$ cat config.mk
export PLATFORM = sky130hd
export DESIGN_NAME = priority_led_blink_sequencer
export DESIGN_NICKNAME = d
export VERILOG_FILES = /design/src/rtl/core/plbs_pkg.sv /design/src/rtl/core/plbs_next.sv /design/src/rtl/core/priority_led_blink_sequencer.sv
export VERILOG_INCLUDE_DIRS = /design/src /design/src/rtl/core
export SDC_FILE = /design/constraint.sdc
export NUM_CORES = 1
export LEC_CHECK = 0
export BUFFER_PORTS_ARGS = -buffer_cell sky130_fd_sc_hd__buf_2
export CORE_MARGIN = 5
export CORE_UTILIZATION = 60
export CTS_BUF_LIST = sky130_fd_sc_hd__clkbuf_8
export DETAILED_ROUTE_END_ITERATION = 12
export GPL_ROUTABILITY_DRIVEN = 0
export PLACE_DENSITY = 0.79
export SETUP_SLACK_MARGIN = 0.02
export SLEW_MARGIN = 0
export SYNTH_ARGS = -nofsm -noshare
export SYNTH_HDL_FRONTEND = slang
export SYNTH_HIERARCHICAL = 1
export SYNTH_SLANG_ARGS = --single-unit
$ cat constraint.sdc
create_clock -name clk -period 10.1 [get_ports clk]
set_clock_uncertainty 0.15 [all_clocks]
set_input_delay 1.01 -clock clk [delete_from_list [all_inputs] [get_ports clk]]
set_output_delay 1.01 -clock clk [all_outputs]
set_load 0.005 [all_outputs]
$ cat src/rtl/core/priority_led_blink_sequencer_defines.svh
// Assertion macros for the priority LED blink sequencer.
`ifndef PRIORITY_LED_BLINK_SEQUENCER_DEFINES_SVH
`define PRIORITY_LED_BLINK_SEQUENCER_DEFINES_SVH
`ifndef SYNTH
`define PLBS_ASSERT(lbl, prop, msg) \
	lbl: assert property (@(posedge clk) disable iff (!arst_n) prop) else $error(msg);
`define PLBS_ASSERT_NEVER(lbl, expr, msg) \
	lbl: assert property (@(posedge clk) disable iff (!arst_n) !(expr)) else $error(msg);
`else
`define PLBS_ASSERT(lbl, prop, msg)
`define PLBS_ASSERT_NEVER(lbl, expr, msg)
`endif
`endif

$ cat src/rtl/core/plbs_pkg.sv
// Types, constants and profile ROM of the priority LED blink sequencer.
package plbs_pkg;

	localparam int NUM_PROFILES = 11;

	localparam logic [3:0] NO_PROFILE = 4'd11;
	localparam logic [7:0] SOLID      = 8'd255;

	localparam logic [1:0] PH_ON  = 2'd0;
	localparam logic [1:0] PH_OFF = 2'd1;
	localparam logic [1:0] PH_GAP = 2'd2;

	localparam logic [1:0] RATE_NORMAL = 2'd0;
	localparam logic [1:0] RATE_SLOW   = 2'd1;
	localparam logic [1:0] RATE_QUICK  = 2'd2;

	localparam logic MODE_ONCE = 1'b0;

	localparam logic OP_TICK  = 1'b0;
	localparam logic OP_EVENT = 1'b1;

	localparam logic [1:0] ALT_NONE = 2'd0;
	localparam logic [1:0] ALT_RG   = 2'd1;
	localparam logic [1:0] ALT_TEST = 2'd2;

	localparam logic [3:0] PROF_BOOT = 4'd0;
	localparam logic [3:0] PROF_RG   = 4'd1;
	localparam logic [3:0] PROF_DIM  = 4'd8;

	localparam logic [1:0] REG_ON_TICKS    = 2'd0;
	localparam logic [1:0] REG_CYCLE_TICKS = 2'd1;
	localparam logic [1:0] REG_GAP_TICKS   = 2'd2;
	localparam logic [1:0] REG_BRIGHTNESS  = 2'd3;

	localparam logic [15:0] GAP_SINGLE = 16'd10;
	// floor(x/10) = (x * DIV10_MUL) >> DIV10_SHIFT for any 16-bit x
	localparam logic [15:0] DIV10_MUL   = 16'd52429;
	localparam int          DIV10_SHIFT = 19;

	typedef struct packed {
		logic       mode;
		logic [1:0] rate;
		logic [7:0] times;
		logic       r;
		logic       g;
		logic       b;
	} prof_t;

	typedef struct packed {
		logic       op;
		logic [3:0] profile_id;
		logic       enable;
		logic       test;
	} item_t;

	typedef struct packed {
		logic [13:0] on_ticks;
		logic [13:0] cycle_ticks;
		logic [15:0] gap_ticks;
		logic [15:0] brightness;
	} cfg_t;

	typedef struct packed {
		logic [NUM_PROFILES-1:0] run;
		logic [3:0]              cur;
		logic [1:0]              phase;
		logic [15:0]             timer;
		logic [7:0]              left;
		logic [15:0]             on_per;
		logic [15:0]             cyc_per;
		logic [15:0]             gap_per;
		logic [1:0]              alt;
		logic [15:0]             lvl_r;
		logic [15:0]             lvl_g;
		logic [15:0]             lvl_b;
		logic [15:0]             drv_r;
		logic [15:0]             drv_g;
		logic [15:0]             drv_b;
	} seq_state_t;

	function automatic prof_t prof_rom(input logic [3:0] p);
		prof_t q;
		case (p)
			4'd0:    q = '{1'b0, RATE_QUICK,  8'd4,   1'b1, 1'b1, 1'b1};
			4'd1:    q = '{1'b1, RATE_SLOW,   8'd3,   1'b1, 1'b0, 1'b0};
			4'd2:    q = '{1'b1, RATE_SLOW,   8'd1,   1'b0, 1'b1, 1'b0};
			4'd3:    q = '{1'b1, RATE_NORMAL, 8'd1,   1'b0, 1'b1, 1'b0};
			4'd4:    q = '{1'b1, RATE_NORMAL, 8'd2,   1'b1, 1'b0, 1'b0};
			4'd5:    q = '{1'b1, RATE_NORMAL, 8'd3,   1'b1, 1'b0, 1'b0};
			4'd6:    q = '{1'b1, RATE_NORMAL, 8'd5,   1'b1, 1'b0, 1'b0};
			4'd7:    q = '{1'b1, RATE_NORMAL, 8'd0,   1'b0, 1'b0, 1'b0};
			4'd8:    q = '{1'b1, RATE_NORMAL, 8'd1,   1'b1, 1'b1, 1'b0};
			4'd9:    q = '{1'b1, RATE_NORMAL, SOLID,  1'b1, 1'b0, 1'b0};
			4'd10:   q = '{1'b1, RATE_NORMAL, SOLID,  1'b0, 1'b1, 1'b0};
			default: q = '0;
		endcase
		return q;
	endfunction

endpackage

$ cat src/rtl/core/plbs_next.sv
// Next-state logic: run flag update, priority scan, profile load and blink machine.
module plbs_next (
	input  plbs_pkg::seq_state_t st,
	input  plbs_pkg::item_t      item,
	input  plbs_pkg::cfg_t       cfg,
	output plbs_pkg::seq_state_t nx
);

	localparam int NUM_P = plbs_pkg::NUM_PROFILES;

	plbs_pkg::prof_t             q;
	plbs_pkg::prof_t             lq;
	logic                        do_scan;
	logic                        found;
	logic [3:0]                  pick;
	logic [NUM_P-1:0]            id_mask;
	logic [NUM_P-1:0]            cur_mask;
	logic [31:0]                 div_prod;
	logic [15:0]                 gap_div10;
	logic [1:0]                  ld_alt;
	logic [15:0]                 lum;

	assign q         = plbs_pkg::prof_rom(st.cur);
	assign lq        = plbs_pkg::prof_rom(pick);
	assign id_mask   = NUM_P'(1) << item.profile_id;
	assign cur_mask  = NUM_P'(1) << st.cur;
	assign div_prod  = 32'(cfg.gap_ticks) * 32'(plbs_pkg::DIV10_MUL);
	assign gap_div10 = 16'(div_prod >> plbs_pkg::DIV10_SHIFT);
	assign lum       = cfg.brightness;

	always_comb begin
		nx      = st;
		do_scan = 1'b0;
		found   = 1'b0;
		pick    = plbs_pkg::NO_PROFILE;
		ld_alt  = plbs_pkg::ALT_NONE;

		if (item.op == plbs_pkg::OP_EVENT) begin
			if (item.profile_id < 4'(NUM_P)) begin
				if (item.enable)
					nx.run = st.run | id_mask;
				else
					nx.run = st.run & ~id_mask;
			end
			do_scan = 1'b1;
		end else begin
			if (st.timer != 16'hFFFF)
				nx.timer = st.timer + 16'd1;
			if (st.cur < 4'(NUM_P) && q.times != plbs_pkg::SOLID && q.times != 8'd0) begin
				case (st.phase)
					plbs_pkg::PH_ON: begin
						if (nx.timer > st.on_per) begin
							nx.drv_r = '0;
							nx.drv_b = '0;
							nx.drv_g = (st.alt == plbs_pkg::ALT_RG) ? st.lvl_r : '0;
							nx.left  = st.left - 8'd1;
							nx.phase = plbs_pkg::PH_OFF;
						end
					end
					plbs_pkg::PH_OFF: begin
						if (nx.timer > st.cyc_per) begin
							if (st.left != 8'd0) begin
								nx.drv_r = st.lvl_r;
								nx.drv_g = st.lvl_g;
								nx.drv_b = st.lvl_b;
								nx.timer = '0;
								nx.phase = plbs_pkg::PH_ON;
							end else begin
								if (st.alt == plbs_pkg::ALT_RG)
									nx.drv_g = '0;
								nx.timer = '0;
								nx.phase = plbs_pkg::PH_GAP;
							end
						end
					end
					plbs_pkg::PH_GAP: begin
						if (nx.timer > st.gap_per) begin
							if (q.mode == plbs_pkg::MODE_ONCE) begin
								nx.run  = st.run & ~cur_mask;
								do_scan = 1'b1;
							end else begin
								nx.drv_r = st.lvl_r;
								nx.drv_g = st.lvl_g;
								nx.drv_b = st.lvl_b;
								nx.left  = q.times;
								nx.timer = '0;
								nx.phase = plbs_pkg::PH_ON;
							end
						end
					end
					default: begin
					end
				endcase
			end
		end

		// lowest set run flag wins
		for (int i = NUM_P - 1; i >= 0; i--) begin
			if (nx.run[i]) begin
				found = 1'b1;
				pick  = 4'(i);
			end
		end

		if (pick == plbs_pkg::PROF_RG)
			ld_alt = plbs_pkg::ALT_RG;
		else if (pick == plbs_pkg::PROF_BOOT && item.test)
			ld_alt = plbs_pkg::ALT_TEST;

		if (do_scan) begin
			if (!found) begin
				nx.cur   = plbs_pkg::NO_PROFILE;
				nx.drv_r = '0;
				nx.drv_g = '0;
				nx.drv_b = '0;
			end else if (pick != st.cur) begin
				nx.cur  = pick;
				nx.left = lq.times;
				nx.alt  = ld_alt;

				nx.lvl_r = lq.r ? lum : '0;
				nx.lvl_b = lq.b ? lum : '0;
				if (pick == plbs_pkg::PROF_DIM) begin
					nx.lvl_g = lq.g ? (lum >> 1) : '0;
				end else if (ld_alt == plbs_pkg::ALT_TEST) begin
					nx.lvl_g = '0;
					nx.lvl_b = '0;
				end else begin
					nx.lvl_g = lq.g ? lum : '0;
				end

				case (lq.rate)
					plbs_pkg::RATE_SLOW: begin
						if (ld_alt == plbs_pkg::ALT_RG) begin
							nx.on_per  = 16'(cfg.on_ticks) << 1;
							nx.cyc_per = 16'(cfg.cycle_ticks) << 1;
						end else begin
							nx.on_per  = 16'(cfg.on_ticks) << 2;
							nx.cyc_per = 16'(cfg.cycle_ticks) << 2;
						end
					end
					plbs_pkg::RATE_NORMAL: begin
						nx.on_per  = 16'(cfg.on_ticks);
						nx.cyc_per = (lq.times == plbs_pkg::SOLID) ?
							16'(cfg.on_ticks) : 16'(cfg.cycle_ticks);
					end
					plbs_pkg::RATE_QUICK: begin
						nx.on_per  = 16'(cfg.on_ticks >> 2);
						nx.cyc_per = 16'(cfg.cycle_ticks >> 2);
					end
					default: begin
					end
				endcase

				if (lq.times == plbs_pkg::SOLID)
					nx.gap_per = '0;
				else if (lq.times == 8'd1)
					nx.gap_per = plbs_pkg::GAP_SINGLE;
				else if (pick == plbs_pkg::PROF_BOOT)
					nx.gap_per = gap_div10;
				else
					nx.gap_per = cfg.gap_ticks;

				nx.drv_r = nx.lvl_r;
				nx.drv_g = nx.lvl_g;
				nx.drv_b = nx.lvl_b;
				nx.timer = '0;
				nx.phase = plbs_pkg::PH_ON;
			end
		end
	end

endmodule

$ cat src/rtl/core/priority_led_blink_sequencer.sv
// Top level of the priority LED blink sequencer: handshakes, state, config registers.
// Takes one transaction per clock, back to back, unless a stalled result holds it; each
// accepted one waits in the item register, and the edge that advances it applies it to
// the sequencer state in a single pass of logic (flag update, priority scan over 11
// profiles, profile load, blink step). The result (RGB compare values and loaded profile)
// is valid from that edge until taken. While it waits, the item register takes one more.
// Configuration registers are latched into the state only when a profile loads; write them
// only while no transaction is in flight. After reset no profile is loaded and outputs are 0.
`include "priority_led_blink_sequencer_defines.svh"

module priority_led_blink_sequencer (
	input  logic        clk,
	input  logic        arst_n,
	input  logic        item_valid,
	output logic        item_stall,
	input  logic        op,
	input  logic [3:0]  profile_id,
	input  logic        enable,
	input  logic        test_button_active,
	output logic        result_valid,
	input  logic        result_stall,
	output logic [15:0] pwm_red,
	output logic [15:0] pwm_green,
	output logic [15:0] pwm_blue,
	output logic [3:0]  active_profile,
	input  logic        psel,
	input  logic        penable,
	input  logic        pwrite,
	input  logic [3:0]  paddr,
	input  logic [31:0] pwdata,
	output logic [31:0] prdata,
	output logic        pready
);

	plbs_pkg::cfg_t       cfg_q;
	plbs_pkg::item_t      item_s1;
	logic                 valid_s1;
	plbs_pkg::seq_state_t st_q;
	plbs_pkg::seq_state_t st_nx;
	logic                 res_valid_q;
	logic                 adv;
	logic                 cfg_wr;

	assign pready = 1'b1;
	assign cfg_wr = psel & penable & pwrite;

	always_ff @(posedge clk or negedge arst_n) begin
		if (!arst_n) begin
			cfg_q.on_ticks    <= 14'd250;
			cfg_q.cycle_ticks <= 14'd500;
			cfg_q.gap_ticks   <= 16'd1000;
			cfg_q.brightness  <= 16'd1000;
		end else if (cfg_wr) begin
			case (paddr[3:2])
				plbs_pkg::REG_ON_TICKS:    cfg_q.on_ticks    <= pwdata[13:0];
				plbs_pkg::REG_CYCLE_TICKS: cfg_q.cycle_ticks <= pwdata[13:0];
				plbs_pkg::REG_GAP_TICKS:   cfg_q.gap_ticks   <= pwdata[15:0];
				plbs_pkg::REG_BRIGHTNESS:  cfg_q.brightness  <= pwdata[15:0];
				default: begin
				end
			endcase
		end
	end

	always_comb begin
		case (paddr[3:2])
			plbs_pkg::REG_ON_TICKS:    prdata = 32'(cfg_q.on_ticks);
			plbs_pkg::REG_CYCLE_TICKS: prdata = 32'(cfg_q.cycle_ticks);
			plbs_pkg::REG_GAP_TICKS:   prdata = 32'(cfg_q.gap_ticks);
			plbs_pkg::REG_BRIGHTNESS:  prdata = 32'(cfg_q.brightness);
			default:                   prdata = '0;
		endcase
	end

	// item register advances into the state whenever the result slot is free
	assign adv        = valid_s1 & ~(res_valid_q & result_stall);
	assign item_stall = valid_s1 & ~adv;

	always_ff @(posedge clk or negedge arst_n) begin
		if (!arst_n)
			valid_s1 <= 1'b0;
		else if (!item_stall)
			valid_s1 <= item_valid;
	end

	always_ff @(posedge clk) begin
		if (item_valid && !item_stall) begin
			item_s1.op         <= op;
			item_s1.profile_id <= profile_id;
			item_s1.enable     <= enable;
			item_s1.test       <= test_button_active;
		end
	end

	plbs_next u_next (
		.st   (st_q),
		.item (item_s1),
		.cfg  (cfg_q),
		.nx   (st_nx)
	);

	always_ff @(posedge clk or negedge arst_n) begin
		if (!arst_n) begin
			st_q <= '{cur: plbs_pkg::NO_PROFILE, phase: plbs_pkg::PH_ON, default: '0};
		end else if (adv) begin
			st_q <= st_nx;
		end
	end

	always_ff @(posedge clk or negedge arst_n) begin
		if (!arst_n)
			res_valid_q <= 1'b0;
		else if (adv)
			res_valid_q <= 1'b1;
		else if (!result_stall)
			res_valid_q <= 1'b0;
	end

	assign result_valid   = res_valid_q;
	assign pwm_red        = st_q.drv_r;
	assign pwm_green      = st_q.drv_g;
	assign pwm_blue       = st_q.drv_b;
	assign active_profile = st_q.cur;

	`PLBS_ASSERT(a_dark_when_idle, (st_q.cur == plbs_pkg::NO_PROFILE) |-> (st_q.drv_r == '0 && st_q.drv_g == '0 && st_q.drv_b == '0), "outputs lit with no profile loaded")
	`PLBS_ASSERT(a_loaded_is_running, (st_q.cur != plbs_pkg::NO_PROFILE) |-> (|(st_q.run & (11'(1) << st_q.cur))), "loaded profile has no run flag")
	`PLBS_ASSERT(a_hold_when_stalled, !adv |=> $stable(st_q), "state changed without a transaction")
	`PLBS_ASSERT_NEVER(a_phase_code, st_q.phase != plbs_pkg::PH_ON && st_q.phase != plbs_pkg::PH_OFF && st_q.phase != plbs_pkg::PH_GAP, "blink phase out of range")
	`PLBS_ASSERT(a_stall_needs_full, item_stall |-> (valid_s1 && res_valid_q), "item stalled with room downstream")

endmodule

# Word-level counts from Yosys, hierarchy flattened
# Memories as Yosys holds them, arrays and structs flattened.
# Index checks and enable logic that the tools add are counted.
# word_totals
register_bits	256
rom_bits	448
inputBits	50
output_inout_bits	87
word_cells	170
n_memories	2
# op_classes
add_sub_neg	2
n_mul	1
magnitude_cmp	5
n_eq_ne	19
shift	2
mux	83
bitwise	12
n_reduce_logical	19
# memory_table
memory	depth	width	rd	rd_clocked_by_memory_dff	write_ports	line	rtl
(name not given)	16	14	1	0	0	plbs_pkg.sv:83	case (p)
(name not given)	16	14	1	0	0	plbs_pkg.sv:83	
# ops
op	n
$mux W48	7
$mux W16	17
$mux W176	1
$mux W172	1
$pmux W48 S3	1
$pmux W32 S4	1
$mux W124	1
$mux W26	4
$pmux W32 S3	1
$mux W11	7
$gt A16 B16 Y1	3
$mux W18	2
$mux W4	9
$mul A16 B16 Y32 const B	1
$mux W32	1
$pmux W16 S2	1
$and A11 B11 Y11	2
$not A11 Y11	2
$shl A1 B4 Y11 const A	2
$mux W1	19
$add A16 B1 Y16 const B	1
$ne A16 B16 Y1 const B	1
$pmux W8 S2	1
$reduce_bool A8 Y1	2
29 further kinds	55

# Depth between registers and ports, before layout
# Gate-level depths: netlist (run 1).
# logic_depth
word_depth	29
mapped_depth	31
ltp_nobuf	27

# By module
# The synthesis (run 1) kept the hierarchy.
# modules_own_cells
mod	n_inst	cells_each	area_per_inst_um2	seq_area_each_um2
plbs_next	1	1476	11541.1	0.0
priority_led_blink_sequencer	1	632	10512.6	6475.0

# Worst setup path after synthesis (run 1)
# OpenSTA, ideal clock, no wires.
# synth_path
path_type	register to register
from	register st_q[157] in the netlist's numbering
to	register st_q[143] in the netlist's numbering
setup_time_ns	0.127
t_arrival_ns	6.907
t_required_ns	9.823
slack_ns	2.915
stages_incl_launch_ff	31
n_path_buf	5
period_less_slack_ns	7.185
cell_sequence	dfrtp_1 > clkbuf_1 > and4_1 > and4_1 > nand4_1 > nor2_1 > nand4_1 > nor2b_1 > clkbuf_1 > and3_1 > xor2_1 > ha_1 > a21oi_1 > o21ai_0 > a221o_1 > or3_1 > buf_2 > a41o_1 > a2111o_1 > o21ai_0 > o21bai_1 > a21oi_1 > inv_1 > ha_1 > clkbuf_1 > nor2b_1 > o21ai_1 > clkbuf_1 > o21ai_0 > mux2_1 > mux2_1
# synth_between
elab_chain_len	26
word_cells_on_any_way	50
cone_classes	add/sub (1); order compare (1); eq/ne (6); mux (36); reduce/logical (5); memory (1)
# synth_rtl
element	line	rtl
start: declaration	priority_led_blink_sequencer.sv:38	plbs_pkg::seq_state_t st_q;
start signal: assignment	priority_led_blink_sequencer.sv:106	st_q <= st_nx;
$add A16 B1 Y16 or $ne A16 B16 Y1 (tied branches)	plbs_next.sv:48, plbs_next.sv:47	
$mux W16 *	plbs_next.sv:47	if (st.timer != 16'hFFFF)
$mux W16 *	plbs_next.sv:38	if (item.op == plbs_pkg::OP_EVENT) begin
$gt A16 B16 Y1 *	plbs_next.sv:77	if (nx.timer > st.gap_per) begin
branches (longest 22 deep; another with $mux W11)	--	
# Every way passes the cells marked *. The select of a mux whose other input is x is not followed.
# A chain may end at the register's enable or synchronous reset.

# Worst setup path after layout (run 1)
# layout_path
from	register st_q[157] in the netlist's numbering
to	register st_q[119] in the netlist's numbering
# The elaborated chain is that of the path after synthesis.

==> flow_summary.toml, run 1 <==
[status]
status = "finished clean"

[timing]
max_slew_vio_count = 0
totalNegativeSetupSlack_ns = 0
setup_viol = 0
fin_crit_ns = 8.60
finalHoldViolations = 0
grt_setup_unrepaired = "false"
maxClockFrequency_ghz = 0.116
worstMarginPinSlew_ns = 1.17
maxSlewHeadroom_pct = 22.0
layout_worst_path_cycle_share_pct = 85.2

[routing]
route.final.wire_length_mm = 57.6
routed-via-count = 17000
avgViaCountPerCell = 6.49
wl_per_cell_um = 22.0
detail-route-antenna-nets = 0
drt_drc_violations_left = 0
first_iter_violations = 1685
firstDrtPassIters = 10

[grt]
groute.usage.overall_pct = 28.0
grt_overflow_total = 0
grt_use_met2_pct = 44.9
grt_most_used_layer = "met2"
grt_start_max_net_pins = 188
initial_antenna_violation_count = 1
grt_first_pass_wirelength_mm = 93.4
grt_use_met3_pct = 4.67
grt_use_met1_pct = 38.6
grt_pass1_vias = 17200

[synth]
synth_async_sr_flop_share_pct = 97.3
synthTopCellsByArea = "sky130_fd_sc_hd__dfrtp_1 25%, sky130_fd_sc_hd__ha_1 11%, sky130_fd_sc_hd__mux2_2 8.2%"
synth_top_area_cell = "sky130_fd_sc_hd__dfrtp_1"
synthesis.instances = 2108
synth_compound_gate_area_share_pct = 14.1
ys.flop_type = "sky130_fd_sc_hd__dfrtp_1"
synth_top_family_by_area = "multiplexers"
synth-adder-area-share_pct = 18.4
synth-simple-area-share_pct = 7.72
synthTopCellsByCount = "233 x sky130_fd_sc_hd__inv_1, 222 x sky130_fd_sc_hd__dfrtp_1, 195 x sky130_fd_sc_hd__ha_1, 160 x sky130_fd_sc_hd__mux2_2, 132 x sky130_fd_sc_hd__mux2_1"
synthesis.yosys.warnings = 6
post_synth_edffs = 7
post_synth_xor_xnor_area_pct = 1.07
netlist.area_leader.share_pct = 25.2
yosysUniqueCellTypes = 94
synth-seq-cells = 256
yosysSeqAreaShare_pct = 29.4
synth.mux.area_fraction_pct = 20.3
synth_most_common_cell = "sky130_fd_sc_hd__inv_1"
syn-mean-instance-area_um2 = 10.5
mappedNetlistArea_um2 = 22100

[floorplanning]
boundaryPins = 137
die_area_um2 = 40700
floorplan.die.height_um = 202
placeableCoreArea_um2 = 36400
initial_core_util_pct = 60.5
rows = 70
chipWidth_um = 202

[critical_path]
crit_path_max_fanout = 18
worst-endpoint-required_ns = 10.46
setup.worst_path.class = "reg2reg"
end_kind = "flip-flop"
crit_path_top_delay_cell = "sky130_fd_sc_hd__nor2b_1"
critical_path.most_common_cell = "sky130_fd_sc_hd__a21oi_1"
critPathArrivalTime_ns = 8.96
critical_path.startpoint_type = "flip-flop"
critical_path.n_buffers_inverters = 2
critical_path_s_top_delay_family = "simple AND/OR/NAND/NOR gates"
critical_path.max_stage_delay_ns = 0.83

[clocking]
post_cts_resize_count = 0
tritoncts = "done"
clock_tree.buffer_depth = 3
clock_tree.htree_level_count = 2
cts_root_buf = "sky130_fd_sc_hd__clkbuf_8"
ctsHoldBuffers = 0
clock_sinks = 256
numCtsBuffers = 44
post-cts-setup-buffer-count = 0
clock_insertion_delay_worst_skew_ns = 0.59
clkSlewWorstSetupHoldPaths_ns = 0.06

[min_path]
worstHoldPathType = "reg2reg"

[finish]
numnets_final = 2447
postLayoutCoreUtil_pct = 63.7
n_antenna_cell = 0
ratio_of_cells_with_drive_above_1_in_the_final_layout_pct = 19.5
areaGrowthSynthToFinish_pct = 5.27

[placement]
io_buffer_count = 101
dp_hpwl_mm = 41.1

[flow_run]
cap_violations = 0
-- stage by stage --
stage          worst slack, ns  hold slack [ns]  instances  instance area, um^2
5_1_grt                  0.888            0.342       2621                23200
3_3_place_gp              1.89            0.317       2543                22300
4_1_cts                   1.65            0.337       2621                23200
6_report                  1.50            0.333       2621                23200
3_5_place_dp              1.70            0.325       2543                22300
2_1_floorplan             2.92            0.293       2123                22100
-- layout make-up --
type / count / area [um^2]
Multi-Input combinational cell: 1466 / 13700
Fill cell: 2817 / 13200
Sequential cell: 256 / 6470
Inverter: 233 / 875
Clock buffer: 53 / 729
Timing Repair Buffer: 120 / 671
Tap cell: 468 / 586
Clock inverter: 25 / 143
-- path summary, 6_finish.rpt --
kind	start	depth (start not counted)	slack, ns	to
max	st_q[157]	27	1.50	st_q[119]
min	st_q[132]	1	0.33	st_q[132]
max reg2reg	st_q[157]	27	1.50	st_q[119]
min reg2reg	st_q[132]	1	0.33	st_q[132]
max in group asynchronous	arst_n	2	7.92	st_q[133]
min in group asynchronous	arst_n	1	0.41	st_q[177]
-- kinds of logic after synthesis --
| logic type | count (synthesis) |
|---|---|
| flops | 256 |
| mux | 393 |
| fa+ha+maj | 276 |
| compound gates | 430 |
| simple gates | 323 |
| buf+inv | 401 |
| other cells | 2 |
| xor+xnor | 27 |
-- state kept, by name, summed over array words and instances, names as in the netlist --
| name | flops |
|---|---|
| item_s1 | 7 |
| st_q | 135 |
| cfg_q | 60 |
| valid_s1 | 1 |
| result_valid | 1 |
| pwm_red | 16 |
| pwm_green | 16 |
| pwm_blue | 16 |
| active_profile | 4 |
-- layer usage --
layer	wire length, um	share of wire [%]	up-vias
met5	13	0.023	-
met4	2130	3.7	2
met3	4630	8.0	163
met2	27100	47	820
met1	23700	41	8412
li1	-	-	7602
-- placed cells by master, fill, tap and decap left out, types with 35 or more instances in the layout --
cell | Yosys | final
sky130_fd_sc_hd__fa_1 | 81 | 81
sky130_fd_sc_hd__a21oi_1 | 72 | 69
sky130_fd_sc_hd__dfrtp_1 | 222 | 222
sky130_fd_sc_hd__mux2i_1 | 85 | 85
sky130_fd_sc_hd__buf_2 | 33 | 100
sky130_fd_sc_hd__a22oi_1 | 70 | 70
sky130_fd_sc_hd__o21ai_0 | 52 | 52
sky130_fd_sc_hd__o2bb2ai_1 | 35 | 35
sky130_fd_sc_hd__ha_1 | 195 | 195
sky130_fd_sc_hd__nor2_1 | 65 | 65
sky130_fd_sc_hd__clkbuf_8 | 0 | 53
sky130_fd_sc_hd__mux2_1 | 132 | 132
sky130_fd_sc_hd__nand2_1 | 85 | 85
sky130_fd_sc_hd__inv_1 | 233 | 252
sky130_fd_sc_hd__mux2_2 | 160 | 160
Power of run 1 is not shown: default switching activity piles up to over one toggle a cycle in this logic, so the estimate is an artifact.
==> run 2: changes to the inputs <==
Settings changed: REMOVE_ABC_BUFFERS set to 1.
==> flow_summary.toml, run 2 (synthesized netlist as in run 1, its figures left out) <==
[status]
status = "finished clean"

[grt]
grt_start_max_net_pins = 188
initial_antenna_violation_count = 2
grt_overflow_total = 0
groute.usage.overall_pct = 27.7
grt_pass1_vias = 17200
grt_first_pass_wirelength_mm = 92.7

[routing]
routed-via-count = 17000
first_iter_violations = 1642
drt_drc_violations_left = 0
firstDrtPassIters = 8
route.final.wire_length_mm = 57.0
avgViaCountPerCell = 6.49
detail-route-antenna-nets = 0
wl_per_cell_um = 21.7

[clocking]
cts_root_buf = "sky130_fd_sc_hd__clkbuf_8"
numCtsBuffers = 44
tritoncts = "done"
ctsHoldBuffers = 0
clock_tree.htree_level_count = 2
post-cts-setup-buffer-count = 0
clock_sinks = 256
post_cts_resize_count = 0
clock_insertion_delay_worst_skew_ns = 0.59
clkSlewWorstSetupHoldPaths_ns = 0.06
clock_tree.buffer_depth = 3

[critical_path]
setup.worst_path.class = "reg2reg"
worst-endpoint-required_ns = 10.39
rr_endpoint = "st_q[108]"
crit_path_top_delay_cell = "sky130_fd_sc_hd__or3_1"
r2r-start = "st_q[157]"
number_of_cells_on_the_worst_reg_to_reg_path = 28
critical_path.max_stage_delay_ns = 0.67
end_kind = "flip-flop"
critPathArrivalTime_ns = 9.05
setup.reg_to_reg.worst_slack_ns = 1.34
crit_path_max_fanout = 16
critical_path.startpoint_type = "flip-flop"
critical_path.most_common_cell = "sky130_fd_sc_hd__o21ai_0"

[min_path]
worstHoldPathType = "in2async"

[finish]
top_regs = "st_q (135), cfg_q (60)"
max_reg_flops = 135
numnets_final = 2448
registers.top_by_ff_count = "st_q"
areaGrowthSynthToFinish_pct = 5.73
ratio_of_cells_with_drive_above_1_in_the_final_layout_pct = 19.7
most-common-layout-cells = "247 x sky130_fd_sc_hd__inv_1, 222 x sky130_fd_sc_hd__dfrtp_1, 195 x sky130_fd_sc_hd__ha_1, 160 x sky130_fd_sc_hd__mux2_2, 132 x sky130_fd_sc_hd__mux2_1"
final_common_cell = "sky130_fd_sc_hd__inv_1"

[flow_run]
cap_violations = 0

[placement]
dp_hpwl_mm = 40.3
io_buffer_count = 101
dp_slack_ns = 1.59

[timing]
totalNegativeSetupSlack_ns = 0
finalHoldViolations = 0
worstMarginPinSlew_ns = 1.14
setup_ws_ns = 1.34
maxSlewHeadroom_pct = 23.2
layout_worst_path_cycle_share_pct = 86.8
hold-worst-slack_ns = 0.235
maxClockFrequency_ghz = 0.114
max_slew_vio_count = 0
setup_viol = 0
grt_setup_unrepaired = "false"
fin_crit_ns = 8.76

[floorplanning]
boundaryPins = 137
rows = 70
chipWidth_um = 202
die_area_um2 = 40700
initial_core_util_pct = 60.5
floorplan.die.height_um = 202
placeableCoreArea_um2 = 36400
run 2: through the flow:
step	cell area [um^2]	util, %	cells
2_1_floorplan	21000	-	1955
3_3_place_gp	22300	61.3	2544
3_5_place_dp	22300	61.3	2544
4_1_cts	23300	64.0	2623
5_1_grt	23300	64.0	2624
6_report	23300	64.0	2624
run 2: final cells by class:
cell class | instances | area (um^2)
inverters | 233 | 875
repair buffers | 121 | 678
well taps | 468 | 586
flip-flops and latches | 256 | 6470
diodes | 1 | 2.50
clock buffers | 57 | 785
fillers | 2897 | 13100
multi-input cells | 1466 | 13700
clock inverters | 22 | 185
run 2: worst max-delay path by stage:
stage / cells after the start / end / start / slack [ns]
after floorplan: 20 / st_q[100] / st_q[157] / 1.63
after CTS: 28 / st_q[108] / st_q[157] / 1.53
final: 28 / st_q[108] / st_q[157] / 1.34
after global routing: 28 / st_q[108] / st_q[157] / 0.74
after detailed placement: 28 / st_q[108] / st_q[157] / 1.59
after global placement: 28 / st_q[108] / st_q[157] / 1.71
run 2: worst max-delay path, delay by kind of cell, from the launching register on:
family                     cells  cell delay (ns)
muxes                          1             0.32
buffers and inverters          2             0.40
DFF                            1             0.49
adders and majority gates      2             0.87
AOI/OAI and AO/OA             10             2.64
and+or+nand+nor               12             3.42
xor gates and xnor gates       1             0.30
run 2: metal layers:
metal | part of all wire [%] | global-route usage (%)
met3 | 7.6 | 4.59
met2 | 47 | 44.9
met4 | 3.8 | 9.84
met1 | 42 | 37.8
met5 | 0.023 | 0
Power of run 2 is left out for the same reason.
